--- src/rtl/u8sd_pkg.sv ---
`timescale 1ns / 1ps
// ----------------------------------------------------------------------------
// u8sd_pkg: shared types and constants
// Request structs for both channels and the command record that the front
// passes to the back.
// ----------------------------------------------------------------------------
package u8sd_pkg;

  localparam int CpW = 21;

  localparam logic [CpW-1:0] REPLACEMENT_CP = 21'h00FFFD;

  typedef struct packed {
    logic [7:0] in_byte;
    logic       end_of_text;
  } in_req_t;

  typedef struct packed {
    logic [CpW-1:0] code_point;
    logic           run_last;
  } out_req_t;

  // pre replacements, then an optional value, then post replacements
  typedef struct packed {
    logic [1:0]     pre;
    logic           has_val;
    logic [CpW-1:0] val;
    logic [1:0]     post;
  } cmd_t;

endpackage

--- src/rtl/u8sd_front.sv ---
`timescale 1ns / 1ps
// ----------------------------------------------------------------------------
// u8sd_front: byte classifier
// Holds the open-sequence state and turns each accepted byte into at most one
// command record describing the results it causes.
// ----------------------------------------------------------------------------
module u8sd_front (
  input  logic              clk,
  input  logic              rst_n,
  input  u8sd_pkg::in_req_t in_data,
  input  logic              accept,
  output u8sd_pkg::cmd_t    cmd,
  output logic              cmd_valid
);

  logic [20:0] pv_r, pv_nxt;
  logic [1:0]  need_r, need_nxt;
  logic [1:0]  taken_r, taken_nxt;

  logic [7:0] b;
  logic       fresh;

  always_comb begin
    b         = in_data.in_byte;
    fresh     = 1'b0;
    pv_nxt    = pv_r;
    need_nxt  = need_r;
    taken_nxt = taken_r;
    cmd       = '0;

    if (need_r != 2'd0) begin
      if (b[7:6] == 2'b10) begin
        pv_nxt    = {pv_r[14:0], b[5:0]};
        need_nxt  = need_r - 2'd1;
        taken_nxt = taken_r + 2'd1;
        if (need_nxt == 2'd0) begin
          cmd.has_val = 1'b1;
          cmd.val     = pv_nxt;
          pv_nxt      = '0;
          taken_nxt   = '0;
        end
      end else begin
        cmd.pre   = taken_r + 2'd1;
        pv_nxt    = '0;
        need_nxt  = '0;
        taken_nxt = '0;
        fresh     = 1'b1;
      end
    end else begin
      fresh = 1'b1;
    end

    if (fresh) begin
      if (b[7] == 1'b0) begin
        cmd.has_val = 1'b1;
        cmd.val     = {13'd0, b};
      end else if (b[7:5] == 3'b110) begin
        pv_nxt    = {16'd0, b[4:0]};
        need_nxt  = 2'd1;
        taken_nxt = 2'd0;
      end else if (b[7:4] == 4'b1110) begin
        pv_nxt    = {17'd0, b[3:0]};
        need_nxt  = 2'd2;
        taken_nxt = 2'd0;
      end else if (b[7:3] == 5'b11110) begin
        pv_nxt    = {18'd0, b[2:0]};
        need_nxt  = 2'd3;
        taken_nxt = 2'd0;
      end else begin
        cmd.has_val = 1'b1;
        cmd.val     = u8sd_pkg::REPLACEMENT_CP;
      end
    end

    if (in_data.end_of_text && (need_nxt != 2'd0)) begin
      cmd.post  = taken_nxt + 2'd1;
      pv_nxt    = '0;
      need_nxt  = '0;
      taken_nxt = '0;
    end

    cmd_valid = (cmd.pre != 2'd0) || cmd.has_val || (cmd.post != 2'd0);
  end

  always_ff @(posedge clk) begin
    if (!rst_n) begin
      pv_r    <= '0;
      need_r  <= '0;
      taken_r <= '0;
    end else if (accept) begin
      pv_r    <= pv_nxt;
      need_r  <= need_nxt;
      taken_r <= taken_nxt;
    end
  end

endmodule

--- src/rtl/u8sd_fifo.sv ---
`timescale 1ns / 1ps
// ----------------------------------------------------------------------------
// u8sd_fifo: command queue
// Two-entry queue between the classifier and the result sequencer.
// ----------------------------------------------------------------------------
module u8sd_fifo (
  input  logic           clk,
  input  logic           rst_n,
  input  logic           push,
  input  u8sd_pkg::cmd_t wr_data,
  output logic           full,
  input  logic           pop,
  output u8sd_pkg::cmd_t rd_data,
  output logic           empty
);

  u8sd_pkg::cmd_t slot_r [2];
  logic           wr_ptr_r, rd_ptr_r;
  logic [1:0]     count_r;

  assign full    = (count_r == 2'd2);
  assign empty   = (count_r == 2'd0);
  assign rd_data = slot_r[rd_ptr_r];

  always_ff @(posedge clk) begin
    if (push && !full) begin
      slot_r[wr_ptr_r] <= wr_data;
    end
  end

  always_ff @(posedge clk) begin
    if (!rst_n) begin
      wr_ptr_r <= 1'b0;
      rd_ptr_r <= 1'b0;
      count_r  <= '0;
    end else begin
      if (push && !full) begin
        wr_ptr_r <= ~wr_ptr_r;
      end
      if (pop && !empty) begin
        rd_ptr_r <= ~rd_ptr_r;
      end
      case ({push && !full, pop && !empty})
        2'b10:   count_r <= count_r + 2'd1;
        2'b01:   count_r <= count_r - 2'd1;
        default: count_r <= count_r;
      endcase
    end
  end

endmodule

--- src/rtl/u8sd_back.sv ---
`timescale 1ns / 1ps
// ----------------------------------------------------------------------------
// u8sd_back: result sequencer
// Expands each command into its code points, one request per cycle while pop is high.
// ----------------------------------------------------------------------------
module u8sd_back (
  input  logic               clk,
  input  logic               rst_n,
  input  u8sd_pkg::cmd_t     cmd,
  input  logic               cmd_empty,
  output logic               cmd_pop,
  output u8sd_pkg::out_req_t out_data,
  output logic               empty,
  input  logic               pop
);

  logic        busy_r, busy_nxt;
  logic [1:0]  pre_r, pre_nxt;
  logic [1:0]  post_r, post_nxt;
  logic        has_val_r, has_val_nxt;
  logic [20:0] val_r;

  logic [2:0] remaining;
  logic       last_one;
  logic       take;

  always_comb begin
    remaining = {1'b0, pre_r} + {2'b0, has_val_r} + {1'b0, post_r};
    last_one  = (remaining == 3'd1);
    take      = busy_r && pop;
    cmd_pop   = !cmd_empty && (!busy_r || (take && last_one));

    empty               = !busy_r;
    out_data.run_last   = last_one;
    out_data.code_point = (pre_r == 2'd0 && has_val_r) ? val_r
                                                       : u8sd_pkg::REPLACEMENT_CP;

    busy_nxt    = busy_r;
    pre_nxt     = pre_r;
    has_val_nxt = has_val_r;
    post_nxt    = post_r;
    if (take) begin
      if (pre_r != 2'd0) begin
        pre_nxt = pre_r - 2'd1;
      end else if (has_val_r) begin
        has_val_nxt = 1'b0;
      end else begin
        post_nxt = post_r - 2'd1;
      end
      if (last_one) begin
        busy_nxt = 1'b0;
      end
    end
    if (cmd_pop) begin
      busy_nxt    = 1'b1;
      pre_nxt     = cmd.pre;
      has_val_nxt = cmd.has_val;
      post_nxt    = cmd.post;
    end
  end

  always_ff @(posedge clk) begin
    if (!rst_n) begin
      busy_r    <= 1'b0;
      pre_r     <= '0;
      has_val_r <= 1'b0;
      post_r    <= '0;
    end else begin
      busy_r    <= busy_nxt;
      pre_r     <= pre_nxt;
      has_val_r <= has_val_nxt;
      post_r    <= post_nxt;
    end
  end

  always_ff @(posedge clk) begin
    if (cmd_pop) begin
      val_r <= cmd.val;
    end
  end

endmodule

--- src/rtl/utf8_stream_decoder.sv ---
`timescale 1ns / 1ps
// ----------------------------------------------------------------------------
// utf8_stream_decoder: streaming UTF-8 to code point decoder
// Path: a byte's command is registered in the command queue and then in the
// sequencer before its first result is on the result ports, when both are idle.
// Throughput: one byte per cycle while full is low; a byte causing n results
// holds the result sequencer until all n are taken, one per cycle while pop is high.
// Reset: synchronous active-low rst_n closes any open sequence, empties the
// command queue and the sequencer.
// ----------------------------------------------------------------------------
module utf8_stream_decoder (
  input  logic               clk,
  input  logic               rst_n,
  input  logic               push,
  output logic               full,
  input  u8sd_pkg::in_req_t  in_data,
  output logic               empty,
  input  logic               pop,
  output u8sd_pkg::out_req_t out_data
);

  u8sd_pkg::cmd_t f_cmd, q_cmd;
  logic           f_valid, q_empty, q_pop;
  logic           accept;

  assign accept = push && !full;

  u8sd_front u_front (
    .clk       (clk),
    .rst_n     (rst_n),
    .in_data   (in_data),
    .accept    (accept),
    .cmd       (f_cmd),
    .cmd_valid (f_valid)
  );

  u8sd_fifo u_fifo (
    .clk     (clk),
    .rst_n   (rst_n),
    .push    (accept && f_valid),
    .wr_data (f_cmd),
    .full    (full),
    .pop     (q_pop),
    .rd_data (q_cmd),
    .empty   (q_empty)
  );

  u8sd_back u_back (
    .clk       (clk),
    .rst_n     (rst_n),
    .cmd       (q_cmd),
    .cmd_empty (q_empty),
    .cmd_pop   (q_pop),
    .out_data  (out_data),
    .empty     (empty),
    .pop       (pop)
  );

endmodule
--- config.mk ---
export PLATFORM = sky130hd
export DESIGN_NAME = utf8_stream_decoder
export DESIGN_NICKNAME = d
export VERILOG_FILES = /design/src/rtl/u8sd_pkg.sv /design/src/rtl/u8sd_front.sv /design/src/rtl/u8sd_fifo.sv /design/src/rtl/u8sd_back.sv /design/src/rtl/utf8_stream_decoder.sv
export SDC_FILE = /design/constraint.sdc
export NUM_CORES = 1
export LEC_CHECK = 0
export BUFFER_PORTS_ARGS = -buffer_cell sky130_fd_sc_hd__buf_2
export CORE_ASPECT_RATIO = 1.75
export CORE_MARGIN = 2
export CORE_UTILIZATION = 45
export DETAILED_ROUTE_END_ITERATION = 10
export SKIP_CTS_REPAIR_TIMING = 1
export SYNTH_ARGS = -nofsm -noshare
export SYNTH_HDL_FRONTEND = slang
export SYNTH_SLANG_ARGS = --single-unit
--- constraint.sdc ---
create_clock -name clk -period 4.2 [get_ports clk]
set_input_delay 0.42 -clock clk [delete_from_list [all_inputs] [get_ports clk]]
set_output_delay 0.42 -clock clk [all_outputs]
set_load 0.02 [all_outputs]
=== Yosys cells after proc, flatten, opt, wreduce, memory -nomap -nowiden ===
Memories as Yosys holds them, arrays and structs flattened. A register that Yosys moved wholly into a read port is not among the register bits.
Index checks and enable logic that the tools add are counted.
W data, S select, Z words.

* $add $sub $neg: 9
* Bitwise logic cells: 2
* Reduce and logical (&&, ||, !) cells: 31
* Equal/unequal tests: 10
* Muxes and demuxes: 57

{| class="wikitable"
|+ Operator list
! operator !! number
|-
| $mux W21 || 10
|-
| $mux W22 || 7
|-
| $mux W2 || 26
|-
| $mux W24 || 1
|-
| $reduce_bool A2 Y1 || 9
|-
| $mux W1 || 12
|-
| $logic_and A1 B1 Y1 || 9
|-
| $sub A2 B1 Y2 const B || 4
|-
| $add A2 B1 Y2 const B || 3
|-
| $eq A2 B2 Y1 const B || 3
|-
| $logic_not A2 Y1 || 3
|-
| $reduce_and A2 Y1 || 3
|-
| $eq A5 B5 Y1 const B || 1
|-
| $eq A4 B4 Y1 const B || 1
|-
| $ne A2 B2 Y1 const B || 2
|-
| $pmux W2 S2 || 1
|-
| $add A2 B1 Y3 || 1
|-
| $add A3 B2 Y3 || 1
|-
| $eq A3 B1 Y1 const B || 1
|-
| $eq A3 B3 Y1 const B || 1
|-
| $logic_not A1 Y1 || 3
|-
| $logic_or A1 B1 Y1 || 3
|-
| $reduce_and A3 Y1 || 1
|-
| $eq A2 B1 Y1 const B || 1
|-
| $not A1 Y1 || 2
|}

* Input port bits: 13
* Bits in registers: 56
* Memories: 1
* RAM bits: 52

{| class="wikitable"
|+ Memory list
! name !! depth !! bits a word !! read ports !! clocked after Yosys merged registers in !! write ports !! line !! source
|-
| u_fifo.slot_r || 2 || 26 || 1 || 1 || 1 || u8sd_fifo.sv:17 || <nowiki>u8sd_pkg::cmd_t slot_r [2];</nowiki>
|}

=== Logic depth before layout (Yosys ltp) ===
Gate-level depths: netlist of run 1.

* Depth in word-level cells: 18
* Mapped depth: 13

=== Hierarchy ===
Synthesis of run 1 repeated with hierarchy kept, for this count alone.

* Cells, all modules: 345
* Area, all modules: 4595.7 um^2

{| class="wikitable"
|+ Modules (own cells, without submodules)
! module !! cells an instance !! instances !! sequential area each (um^2) !! area each (um^2)
|-
| u8sd_fifo || 107 || 1 || 1661.6 || 2105.8
|-
| u8sd_front || 147 || 1 || 380.4 || 1283.7
|-
| u8sd_back || 89 || 1 || 750.7 || 1191.1
|-
| utf8_stream_decoder || 2 || 1 || 0.0 || 15.0
|}

=== Least setup slack after synthesis of run 1 ===
No wires, ideal clock.

* Kind: register to register
* From: reg u_front.need_r[0]
* To: mem u_fifo.slot_r[0][0] in the netlist's numbering (enable)
* Period minus slack after synthesis: 3.802 ns
* Required time: 3.758 ns
* Cell stages (with the launch flop): 10
* Path buffers: 2
* Arrival: 3.360 ns
* Path slack: 0.398 ns
* Path through: dfxtp_1 > inv_1 > ha_1 > buf_6 > nor4b_1 > a221o_2 > a32oi_2 > buf_6 > o21a_1 > nor3_1

* Cells in the longest elaborated chain, start to end: 18
* Elaborated cells on any way between the ends: 39

{| class="wikitable"
|+ Ends and longest elaborated chain
! what !! line !! source
|-
| start: declaration || u8sd_front.sv:17 || <nowiki>logic [1:0] need_r, need_nxt;</nowiki>
|-
| start signal: assignment || u8sd_front.sv:92 || <nowiki>need_r <= need_nxt;</nowiki>
|-
| $sub A2 B1 Y2 || u8sd_front.sv:34 || <nowiki>need_nxt = need_r - 2'd1;</nowiki>
|-
| $logic_not A2 Y1 || u8sd_front.sv:36 || <nowiki>if (need_nxt == 2'd0) begin</nowiki>
|-
| $mux W2 || u8sd_front.sv:36 ||
|-
| $mux W2 || u8sd_front.sv:32 || <nowiki>if (b[7:6] == 2'b10) begin</nowiki>
|-
| $mux W2 || u8sd_front.sv:31 || <nowiki>if (need_r != 2'd0) begin</nowiki>
|-
| $mux W2 || u8sd_front.sv:65 || <nowiki>end else if (b[7:3] == 5'b11110) begin</nowiki>
|-
| $mux W2 || u8sd_front.sv:61 || <nowiki>end else if (b[7:4] == 4'b1110) begin</nowiki>
|-
| $mux W2 || u8sd_front.sv:57 || <nowiki>end else if (b[7:5] == 3'b110) begin</nowiki>
|-
| (+2 left out) || n/a ||
|-
| $add A2 B1 Y2 || u8sd_front.sv:76 || <nowiki>cmd.post = taken_nxt + 2'd1;</nowiki>
|-
| $mux W2 || u8sd_front.sv:75 || <nowiki>if (in_data.end_of_text && (need_nxt != 2'd0)) begin</nowiki>
|-
| $reduce_bool A2 Y1 || u8sd_front.sv:82 || <nowiki>cmd_valid = (cmd.pre != 2'd0) || cmd.has_val || (cmd.post != 2'd0);</nowiki>
|-
| $logic_or A1 B1 Y1 * || u8sd_front.sv:82 ||
|-
| $logic_and A1 B1 Y1 * || utf8_stream_decoder.sv:40 || <nowiki>.push (accept && f_valid),</nowiki>
|-
| $logic_and A1 B1 Y1 * || u8sd_fifo.sv:26 || <nowiki>if (push && !full) begin</nowiki>
|-
| $mux W1 * || u8sd_fifo.sv:26 ||
|-
| $mux W1 (not written as such) * || u8sd_fifo.sv:27 || <nowiki>slot_r[wr_ptr_r] <= wr_data;</nowiki>
|-
| end: declaration || u8sd_fifo.sv:17 ||
|}

Every way passes the cells marked *; elsewhere a longest branch is shown, timed or not.

=== Worst setup path after layout of run 1 ===
* From: reg u_front.need_r[0]
* To: reg u_fifo.count_r[1]

* Cells in the longest elaborated chain, start to end: 18
* Elaborated cells on any way between the ends: 41

{| class="wikitable"
|+ Ends and longest elaborated chain
! what !! line !! source
|-
| $sub A2 B1 Y2 || u8sd_front.sv:34 ||
|-
| $logic_not A2 Y1 || u8sd_front.sv:36 ||
|-
| $mux W2 || u8sd_front.sv:36 ||
|-
| $mux W2 || u8sd_front.sv:32 ||
|-
| $mux W2 || u8sd_front.sv:31 ||
|-
| $mux W2 || u8sd_front.sv:65 ||
|-
| $mux W2 || u8sd_front.sv:61 ||
|-
| $mux W2 || u8sd_front.sv:57 ||
|-
| (+2 left out) || n/a ||
|-
| $add A2 B1 Y2 || u8sd_front.sv:76 ||
|-
| $mux W2 || u8sd_front.sv:75 ||
|-
| $reduce_bool A2 Y1 || u8sd_front.sv:82 ||
|-
| $logic_or A1 B1 Y1 * || u8sd_front.sv:82 ||
|-
| $logic_and A1 B1 Y1 * || utf8_stream_decoder.sv:40 ||
|-
| $logic_and A1 B1 Y1 * || u8sd_fifo.sv:43 || <nowiki>case ({push && !full, pop && !empty})</nowiki>
|-
| $eq A2 B1 Y1 / $eq A2 B2 Y1 (equally long branches) || u8sd_fifo.sv:43 ||
|-
| $pmux W2 S2 / $reduce_bool A2 Y1 (equally long branches) || n/a ||
|-
| end signal: assignment || u8sd_fifo.sv:44 || <nowiki>2'b10: count_r <= count_r + 2'd1;</nowiki>
|-
| end signal: assignment || u8sd_fifo.sv:45 || <nowiki>2'b01: count_r <= count_r - 2'd1;</nowiki>
|-
| end signal: assignment || u8sd_fifo.sv:46 || <nowiki>default: count_r <= count_r;</nowiki>
|-
| end: declaration || u8sd_fifo.sv:19 || <nowiki>logic [1:0] count_r;</nowiki>
|}

Marked as above.
A chain may end at the register's enable or synchronous reset.

==> results.toml, run 1 <==
[detailed_routing]
routed_wirelength_um = 8290
dr_total_vias = 2773
dr.pass1.iters = 4
viasPerCell = 5.48
drtIter0Drc = 236
drtAntennaViolNets = 0
drcViolationCount = 0
avgRoutedWirePerCell_um = 16.4

[min_path]
whs_path_depth = 2
min_to = "u_front.pv_r[1]"
min_path_type = "in2reg"
hold_path_startpoint = "in_data[2]"

[clocking]
clk_latency_ns = 0.33
cts_tree = "yes"
cts-root-buf = "clkbuf_16"
clock_path_buffers = 2
cts.sinks = 103
cts_buffers = 9
clkTransAtPathRegs_ns = 0.07
h-tree-depth = 3

[logic_synthesis]
synth_nets = 362
async_reset_ff_share_pct = 0
synth_most_common_cell = "edfxtp_1"
ys_seq_area_share_pct = 62.0
synth_common_cells = "edfxtp_1 (73), dfxtp_1 (30), mux2_2 (23)"
netlist.top_cell.by_area = "edfxtp_1"
synth_edf_count = 73
synth_area_leaders = "edfxtp_1 (49%), dfxtp_1 (13%), mux2_2 (5.8%), a22o_1 (2.5%), or2_2 (2.1%)"
netlist-cell-type-count = 61
synth-main-ff-cell = "edfxtp_1"
ys_warn_count = 0
synth_seq_cells = 103
syn_area_per_cell_um2 = 13.1
synthDominantCellAreaShare_pct = 48.7
syn-cell-area_um2 = 4500
synth_cells = 343

[worst_setup_path]
r2r_slack_ns = 1.13
crit_path_top_delay_cell = "or4b_1"
timing.rr.start = "u_front.need_r[0]"
path_cells = "inv_1 -> ha_1 -> or4b_1 -> o21ai_1 -> and3_1 -> o21a_1 -> nand2b_1 -> ha_1 -> or3_1 -> a21oi_1"
worst_setup_path_start_kind = "register"
required_ns = 4.46
path_max_fanout = 18
worst-setup-path-type = "reg2reg"
rr_endpoint = "u_fifo.count_r[1]"
cpMostUsedCell = "ha_1"
arrival_ns = 3.33
endpoint_kind = "register"
r2r_cells = 10
critical_path.max_stage_delay_ns = 0.65

[global_routing]
antenna_found_initial = 0
grt_overflow_total = 0
grt_max_degree = 29
grt_pass1_vias = 2669
grt_usage_pct = 16.3
grt_pass1_wl_um = 13300

[placement]
place_hpwl_um = 5610
io_buffers = 36
dpl_worst_slack_ns = 1.17
place.gp.congestion = 0.878

[sta]
worst_slack_ns = 1.13
slew_headroom_pct = 34.7
fin_tns_setup_ns = 0
fmaxAchievable_ghz = 0.326
setup_viol = 0
slew_violations = 0
fin_crit_ns = 3.07
rsz0062_at_grt = "no"
tightest_slew_ns = 0.977
hold_violations = 0
fin_crit_sh_pct = 73.1
skew_ns = 0.00655
timing.hold.ws_ns = 0.323

[power_and_ir_drop]
p_leak_nw = 1.85
power_density_nw_per_um2 = 601
max-vdd-ir-drop_mv = 0.218

[floorplan]
dieArea_um2 = 10900
start_util_pct = 46.0
rows = 48
die-width_um = 79.6
die_h_um = 136
core-area_um2 = 9790
ios = 37

[final_layout]
fin_nets = 395
drive_gt1_share_pct = 28.3
n_antenna_cell = 0
fillers = 895
syn_to_final_growth_pct = 12.4
final_util_pct = 51.7

[job]
max-cap-violations = 0

[outcome]
status = "complete, no violations"
## state kept, by name, indices dropped and copies added, names as in the netlist, named ones only
signal,flops
u_fifo.wr_ptr_r,1
u_fifo.rd_ptr_r,1
u_fifo.slot_r,52
u_back.busy_r,1
u_front.need_r,2
u_back.has_val_r,1
u_front.pv_r,15
u_fifo.count_r,2
u_back.post_r,2
u_back.val_r,21
u_back.pre_r,2
u_front.taken_r,2
## kinds of logic after synthesis
family / count (synthesis) / synth area share [%]
AO/OA/AOI/OAI: 71 / 11.9
XOR/XNOR: 7 / 1.36
adder cells (fa/ha/maj): 6 / 2.00
buffers and inverters: 32 / 3.70
flip-flops: 103 / 62.0
multiplexers: 27 / 6.64
AND/OR/NAND/NOR: 97 / 12.4
## per-stage QoR
| step | instances | area, µm² | total power (W) |
|---|---|---|---|
| after detailed placement | 490 | 4770 | 0.00228 |
| final | 506 | 5060 | 0.00305 |
| after CTS | 506 | 5060 | 0.00309 |
| after global routing | 506 | 5060 | 0.00323 |
| after global placement | 490 | 4770 | 0.00225 |
| after floorplan | 343 | 4500 | 0.00206 |
## metal layers
| metal | global-route usage, % | vias to the layer above | wire length [µm] |
|---|---|---|---|
| li1 | - | 1349 | - |
| met1 | 18.1 | 1339 | 3250 |
| met2 | 29.2 | 69 | 4560 |
| met3 | 3.12 | 16 | 278 |
| met4 | 8.14 | 0 | 204 |
| met5 | 0 | - | 0 |
## worst max-delay path by stage
stage,start,slack [ns],endpoint,depth (start not counted)
floorplan,u_front.need_r[0],0.40,u_fifo.slot_r[0][0],9
global placement,u_front.need_r[0],1.24,u_fifo.count_r[1],10
detailed placement,u_front.need_r[0],1.17,u_fifo.count_r[1],10
CTS,u_front.need_r[0],1.13,u_fifo.count_r[1],10
global route,u_front.need_r[0],0.99,u_fifo.count_r[1],10
finish,u_front.need_r[0],1.13,u_fifo.count_r[1],10
## report_power, final
group	total (W)	internal, W	switching [W]
Combinational	0.000808	0.000312	0.000496
Clock	0.000806	0.000463	0.000343
Sequential	0.00143	0.00135	0.0000797
Total	0.00305	0.00213	0.000919
## cells in the final DEF, fill, tap and decap left out, drive strengths merged, types with 3 or more instances in the layout
cell type	instances
and3	8
or2	15
edfxtp	73
clkbuf	11
clkinv	4
nand2	14
dfxtp	30
mux2i	4
a21oi	12
nor4b	4
a32oi	3
and2	9
mux2	23
ha	4
a21o	13
o21ai	11
a22o	13
nor2	18
nor3	6
nand3	6
inv	11
nand2b	5
buf	42
nand4	3
xnor2	6
a211oi	3
## critical path, delay by kind of cell (launching register included)
kind | cells | cell delay [ns]
AND/OR/NAND/NOR | 4 | 1.33
adder cells (fa/ha/maj) | 2 | 0.67
flip-flops | 1 | 0.40
AO/OA/AOI/OAI | 3 | 0.51
buffers and inverters | 1 | 0.07
## area by class of cell
class                      count  area, µm²  area share (%)
inverter                      12       45.0           0.890
clock buffer                  11        233            4.60
multi-input combinational    208       1550            30.6
timing repair buffer          42        225            4.45
clock inverter                 5       60.1            1.19
sequential                   103       2790            55.2
tap                          125        156            3.09
No activity file was read; power rests on OpenSTA's default activity.
==> run 2: changes to the inputs <==
==> constraint.sdc (replaced) <==
create_clock -name clk -period 2.9 [get_ports clk]
set_input_delay 0.29 -clock clk [delete_from_list [all_inputs] [get_ports clk]]
set_output_delay 0.29 -clock clk [all_outputs]
set_load 0.02 [all_outputs]
==> results.toml, run 2 (synthesized netlist as in run 1, its figures left out) <==
[detailed_routing]
drcViolationCount = 0
drtIter0Drc = 141
drtAntennaViolNets = 0
dr.pass1.iters = 4
routed_wirelength_um = 8280
dr_total_vias = 2783
viasPerCell = 5.48
avgRoutedWirePerCell_um = 16.3

[global_routing]
grt_max_degree = 29
grt_overflow_total = 0
grt_pass1_vias = 2756
grt_pass1_wl_um = 13400
antenna_found_initial = 0
grt_usage_pct = 16.6

[sta]
slew_headroom_pct = 39.7
rsz0062_at_grt = "no"
fin_crit_ns = 2.79
skew_ns = 0.00926
fmaxAchievable_ghz = 0.358
slew_violations = 0
fin_crit_sh_pct = 96.2
hold_violations = 0
tightest_slew_ns = 0.901
setup_viol = 0
fin_tns_setup_ns = 0

[worst_setup_path]
path_delay_family = "simple AND/OR/NAND/NOR gates"
path_max_fanout = 6
endpoint_kind = "register"
worst-setup-path-type = "reg2reg"
path_cells = "inv_1 -> ha_1 -> or4b_4 -> o21ai_1 -> and3_1 -> o21a_2 -> nand2b_1 -> ha_4 -> or3_1 -> a21oi_1"
critical_path.max_stage_delay_ns = 0.55
worst_setup_path_start_kind = "register"
crit_path_top_delay_cell = "or4b_4"
arrival_ns = 3.05
required_ns = 3.16
crit_buf_inv = 1

[floorplan]
ios = 37
die_h_um = 136
die-width_um = 79.6
core-area_um2 = 9790
dieArea_um2 = 10900
rows = 48
start_util_pct = 46.0

[job]
max-cap-violations = 0

[clocking]
cts-root-buf = "clkbuf_16"
cts_buffers = 9
h-tree-depth = 3
clk_latency_ns = 0.34
clkTransAtPathRegs_ns = 0.07
clock_path_buffers = 2
cts.sinks = 103
cts_tree = "yes"

[outcome]
status = "complete, no violations"

[final_layout]
drive_gt1_share_pct = 30.3
syn_to_final_growth_pct = 14.1
final_cell_area_um2 = 5140
register_area_um2 = 2790
top_regs = "u_fifo.slot_r (52), u_back.val_r (21), u_front.pv_r (15)"
layout_common_cells = "edfxtp_1 (73), buf_2 (36), dfxtp_1 (29)"
largest_register_ffs = 52
fillers = 855
multi_input_area_um2 = 1580
n_antenna_cell = 0
fin_nets = 397
top_register = "u_fifo.slot_r"
mostFrequentLayoutCell = "edfxtp_1"

[placement]
placed_cell_area_um2 = 4830
place.gp.congestion = 0.858
place_hpwl_um = 5700
io_buffers = 36

[power_and_ir_drop]
p_leak_nw = 1.88
power_density_nw_per_um2 = 871
max-vdd-ir-drop_mv = 0.546

[min_path]
min_path_type = "in2reg"
-- run 2: final cells by class --
type                    count  area share (%)
clock buffers              10            4.46
clock inverters             6            1.36
inverters                  12           0.901
multi-input cells         208            30.7
flip-flops and latches    103            54.4
well taps                 125            3.05
repair buffers             44            5.16
-- run 2: worst register-to-register path, stage by stage, from the launching register on --
cell and delay (ns):
dfxtp_1 0.36, inv_1 0.07, ha_1 0.25, or4b_4 0.55, o21ai_1 0.17, and3_1 0.22
o21a_2 0.20, nand2b_1 0.18, ha_4 0.22, or3_1 0.34, a21oi_1 0.15
-- run 2: per-stage QoR --
step	utilization [%]	setup slack (ns)	hold WS (ns)	total power, W	cells
after floorplan	-	0.0365	0.415	0.00300	343
after global placement	49.3	0.164	0.460	0.00331	492
after detailed placement	49.3	0.0761	0.463	0.00335	492
after CTS	52.4	0.0512	0.175	0.00454	508
after global routing	52.5	0.0130	0.175	0.00474	508
final	52.5	0.110	0.183	0.00447	508
-- run 2: power breakdown --
part / leakage (nW) / switching (W) / internal [W]
sequential: 0.932 / 0.000124 / 0.00196
combinational: 0.802 / 0.000720 / 0.000490
clock: 0.147 / 0.000508 / 0.000675
total: 1.88 / 0.00135 / 0.00312
-- run 2: worst paths after layout --
check	from	to	slack, ns	cells after the start
worst max-delay path	u_front.need_r[1]	u_fifo.count_r[1]	0.11	10
worst min-delay path	in_data[3]	u_front.pv_r[2]	0.18	2
worst max register to register	u_front.need_r[1]	u_fifo.count_r[1]	0.11	10
worst min register to register	u_front.pv_r[13]	u_front.pv_r[13]	0.48	1
-- run 2: routing by layer --
layer  up-vias  GRT usage, %  part of all wire [%]
met2        58          30.0                    56
met4         0          9.48                   2.5
met3        17          2.86                   2.6
met1      1357          17.8                    39
li1       1351             -                     -
met5         -             0                     0
